File: src/design/bftm_ram.sv
// simple dual-port ram with registered read
`default_nettype none

module bftm_ram #(
	parameter int unsigned WIDTH = 8,
	parameter int unsigned DEPTH = 256
) (
	input  logic                     clk,
	input  logic                     we,
	input  logic [$clog2(DEPTH)-1:0] waddr,
	input  logic [WIDTH-1:0]         wdata,
	input  logic                     re,
	input  logic [$clog2(DEPTH)-1:0] raddr,
	output logic [WIDTH-1:0]         rdata
);

	logic [WIDTH-1:0] mem [DEPTH];

	always_ff @(posedge clk) begin
		if (we) begin
			mem[waddr] <= wdata;
		end
		if (re) begin
			rdata <= mem[raddr];
		end
	end

endmodule

`default_nettype wire

File: config.mk
export PLATFORM = sky130hd
export DESIGN_NAME = bftm_ram
export DESIGN_NICKNAME = d
export VERILOG_FILES = /design/src/design/bftm_ram.sv
export SDC_FILE = /design/constraint.sdc
export NUM_CORES = 2
export LEC_CHECK = 0
export BUFFER_PORTS_ARGS = -buffer_cell sky130_fd_sc_hd__buf_4
export CAP_MARGIN = 5
export CORE_MARGIN = 8
export CORE_UTILIZATION = 57
export DETAILED_ROUTE_END_ITERATION = 12
export MAX_ROUTING_LAYER = met4
export PLACE_DENSITY = 0.76
export SYNTH_ARGS = -nofsm -noshare
export SYNTH_HDL_FRONTEND = slang
export SYNTH_SLANG_ARGS = --single-unit
File: constraint.sdc
create_clock -name clk -period 2.6 [get_ports clk]
set_input_delay 0.65 -clock clk [delete_from_list [all_inputs] [get_ports clk]]
set_output_delay 0.65 -clock clk [all_outputs]
set_load 0.01 [all_outputs]
==> impl_metrics.toml <==
[outcome]
run_status = "finished with violations"
failed_checks = "negative setup slack"

[setup_path]
critPathCaptureType = "register"
critPathSlowestCell = "mux4_2"
crit_arrival_ns = 3.20
crit-reg2reg-capture = "rdata[0]"
worst_setup_path_startpoint = "raddr[0]"
critical_path.max_fanout = 8
critical_path.endpoint = "rdata[3]"
worstSetupPathType = "input pin to register"
critPathLaunchType = "input pin"
regToRegStartpoint = "mem[140][0]"
crit_path_cell_trace = "buf_8 -> buf_6 -> buf_4 -> mux4_2 -> a22o_1 -> a221oi_2 -> o32ai_1 -> nor3_2 -> nor4_1"
ff2ff_path_depth = 7
required_ns = 3.16
critical_path.max_stage_delay_ns = 0.56
reg2reg_setup_slack_ns = 0.08

[finish]
multi_input_area_um2 = 16700
seq_area_um2 = 61700
layout-drive-gt1-share = 0.334
final_cell_area_um2 = 94000
fill_cells = 8243
finish.net_count = 4498
synthToLayoutAreaGrowth_pct = 18.0
instances_no_fill = 6522

[clock_network]
clock_latency_ns = 0.84
cts_sinks = 2056
cts_max_path_buffers = 3
numCtsBuffers = 195
clk_root_buffer_cell = "clkbuf_16"
clkSlewWorstSetupHoldPaths_ns = 0.06
cts_htree_levels = 4
clock_tree_from_tritoncts = "done"

[die]
die_width_um = 390
floorplan_core_area_um2 = 139000
starting_density = 0.573
design.die.area_um2 = 152000
num_io_pins = 35
chipHeight_um = 390
core.rowCount = 137

[pwr]
p_leak_uw = 0.0307
power_switching_uw = 14700
switching_part_of_the_total_power = 0.215
vdd_ir_drop_max_v = 0.000815
power.share.combinational = 0.057
total_power_uw = 68600
power.share.clock = 0.409
power_density_nw_per_um2 = 730
internal-power_uw = 53900
seqPwrFrac = 0.533

[synthesis]
syn-num-nets = 3760
yosysWarningCount = 0
synth.distinct_cells = 54
synth.ff_latch_count = 2056
synthFlopType = "edfxtp_1"
netlist_area_um2 = 79600
post-synth-top-count-cell = "edfxtp_1"
synth.area.top_cells = "edfxtp_1, mux4_2, mux2i_1"
fraction_of_synthesized_cell_area_taken_by_the_top_area_cell_type = 0.775
synthesis.area_per_instance_um2 = 21.3
syn_inst = 3733
yosysSeqAreaShare = 0.775
async_reset_ff_frac = 0
synth-edff-count = 2056
yosys.area.top_type = "edfxtp_1"
ys_top_cells_by_count = "edfxtp_1, mux4_2, nor2_1"

[place]
gp_routability_congestion = 0.908
detailedPlace.worstSlack_ns = -1.31
place.port_buffers = 34
hpwlAfterDp_mm = 128
postPlaceCellArea_um2 = 87400
place_inst = 6143

[drt]
route.detailed.vias_per_inst = 6.55
drt.antenna.violating_nets = 0
drt_first_pass_iters = 6
drt_drc_violations_left = 0
detailroute.via_count = 42700
wirelength_mm = 202
avgRoutedWirePerCell_um = 31.0
detailedRoute.firstIterationViolations = 6081

[sta]
final_worst_path_period_share = 1.02
hold-worst-slack_ns = 0.199
fmax_mhz = 378
finalCriticalPeriod_ns = 2.64
actual_slew_at_the_worst_max_slew_pin_ns = 0.749
setup_viol = 1
final_hold_violating_endpoints = 0
finalWorstSetupSlack_ns = -0.0434
clock-skew-final_ns = 0.0325
slew_headroom = 0.501
timing_max_transition_violations_final = 0

[hold_path]
worst_hold_path_type = "input pin to register"

[global_route]
gr-usage-all-layers = 0.273
number_of_global_route_vias_before_repair = 43000
globalRouteOverflowTotal = 0
grt_start_max_net_pins = 90
wire_length_of_the_first_global_routing_pass_mm = 294
grt_antenna_before_repair = 8

[run]
maxCapViolCount = 0
[worst max-delay path: cells and delay by family]
family / cells / cell delay [ns]
AOI/OAI and AO/OA: 3 / 0.76
buffers and inverters: 3 / 0.65
and+or+nand+nor: 2 / 0.55
muxes: 1 / 0.56
[per-layer routing]
layer  wire length, µm  share of wire  up-vias  track usage
met3             24000           0.12      468       0.0658
met5                 0              0        -            -
li1                  -              -    17200            -
met4              7440          0.037        0       0.0973
met2             96900           0.48     2943        0.417
met1             74100           0.37    22100        0.365
[layout make-up]
class                      count  share of cell area
clock inverter               130              0.0131
tap                         1876              0.0250
multi-input combinational   1442               0.177
clock buffer                 235              0.0537
timing repair buffer         774              0.0738
sequential                  2056               0.657
antenna                        7            0.000186
inverter                       2           0.0000799
[cell usage in the layout, fill, tap and decap left out, drive strengths merged, types with 14 or more instances in the layout]
master  synthesis  layout
nand3          34      34
nor2b          31      31
nor2          282     282
a22oi         133     133
mux4          456     456
bufinv          0      18
o221ai         47      47
nor4           27      27
o22ai          28      28
edfxtp       2056    2056
mux2i         134     134
buf           122     768
a221oi         14      14
clkbuf        111     241
a21oi          96      96
nand2          33      33
nor3           22      22
clkinv          1      97
a211oi         16      16
[metrics by stage]
stage,TNS [ns],util
after floorplan,-0.0699,-
after global placement,-8.67,0.629
after detailed placement,-8.95,0.629
after CTS,-0.130,0.675
after global routing,-0.00688,0.676
final,-0.0434,0.676
[repair_timing]
action,4_1_cts,5_1_grt
pin swaps,1,3
buffers inserted,0,7
gates resized for setup,13,21
endpoints found under the setup margin,7,8
hold buffers,0,0
[registers in the layout (all words and copies together) (netlist names)]
| name | cells |
|---|---|
| rdata | 8 |
| mem | 2048 |
[power by group through the flow]
stage	logic, µW	clock network (µW)	registers (µW)
floorplan	1820	0	37300
global placement	3720	0	37300
detailed placement	3810	0	37300
CTS	3870	28300	36600
global route	4090	29500	36600
finish	3940	28100	36600
[worst min path at each step]
stage                  start           to  slack, ns  cells past startpoint
CTS                       re     rdata[2]       0.15                      1
detailed placement        re     rdata[7]       1.04                      1
global placement    wdata[4]  mem[226][4]       1.03                      1
finish                    re     rdata[2]       0.20                      1
floorplan           wdata[0]    mem[0][0]       0.75                      0
global route              re     rdata[2]       0.16                      1
[logic make-up (layout without fill, tap and decap cells)]
| logic type | Yosys count | in the layout | synth area share |
|---|---|---|---|
| other | 0 | 7 | 0 |
| DFF | 2056 | 2056 | 0.775 |
| and+or+nand+nor | 466 | 466 | 0.0263 |
| buffers and inverters | 235 | 1141 | 0.0183 |
| muxes | 591 | 591 | 0.146 |
| AOI/OAI and AO/OA | 385 | 385 | 0.0342 |
No activity file was read; power rests on OpenSTA's default activity.
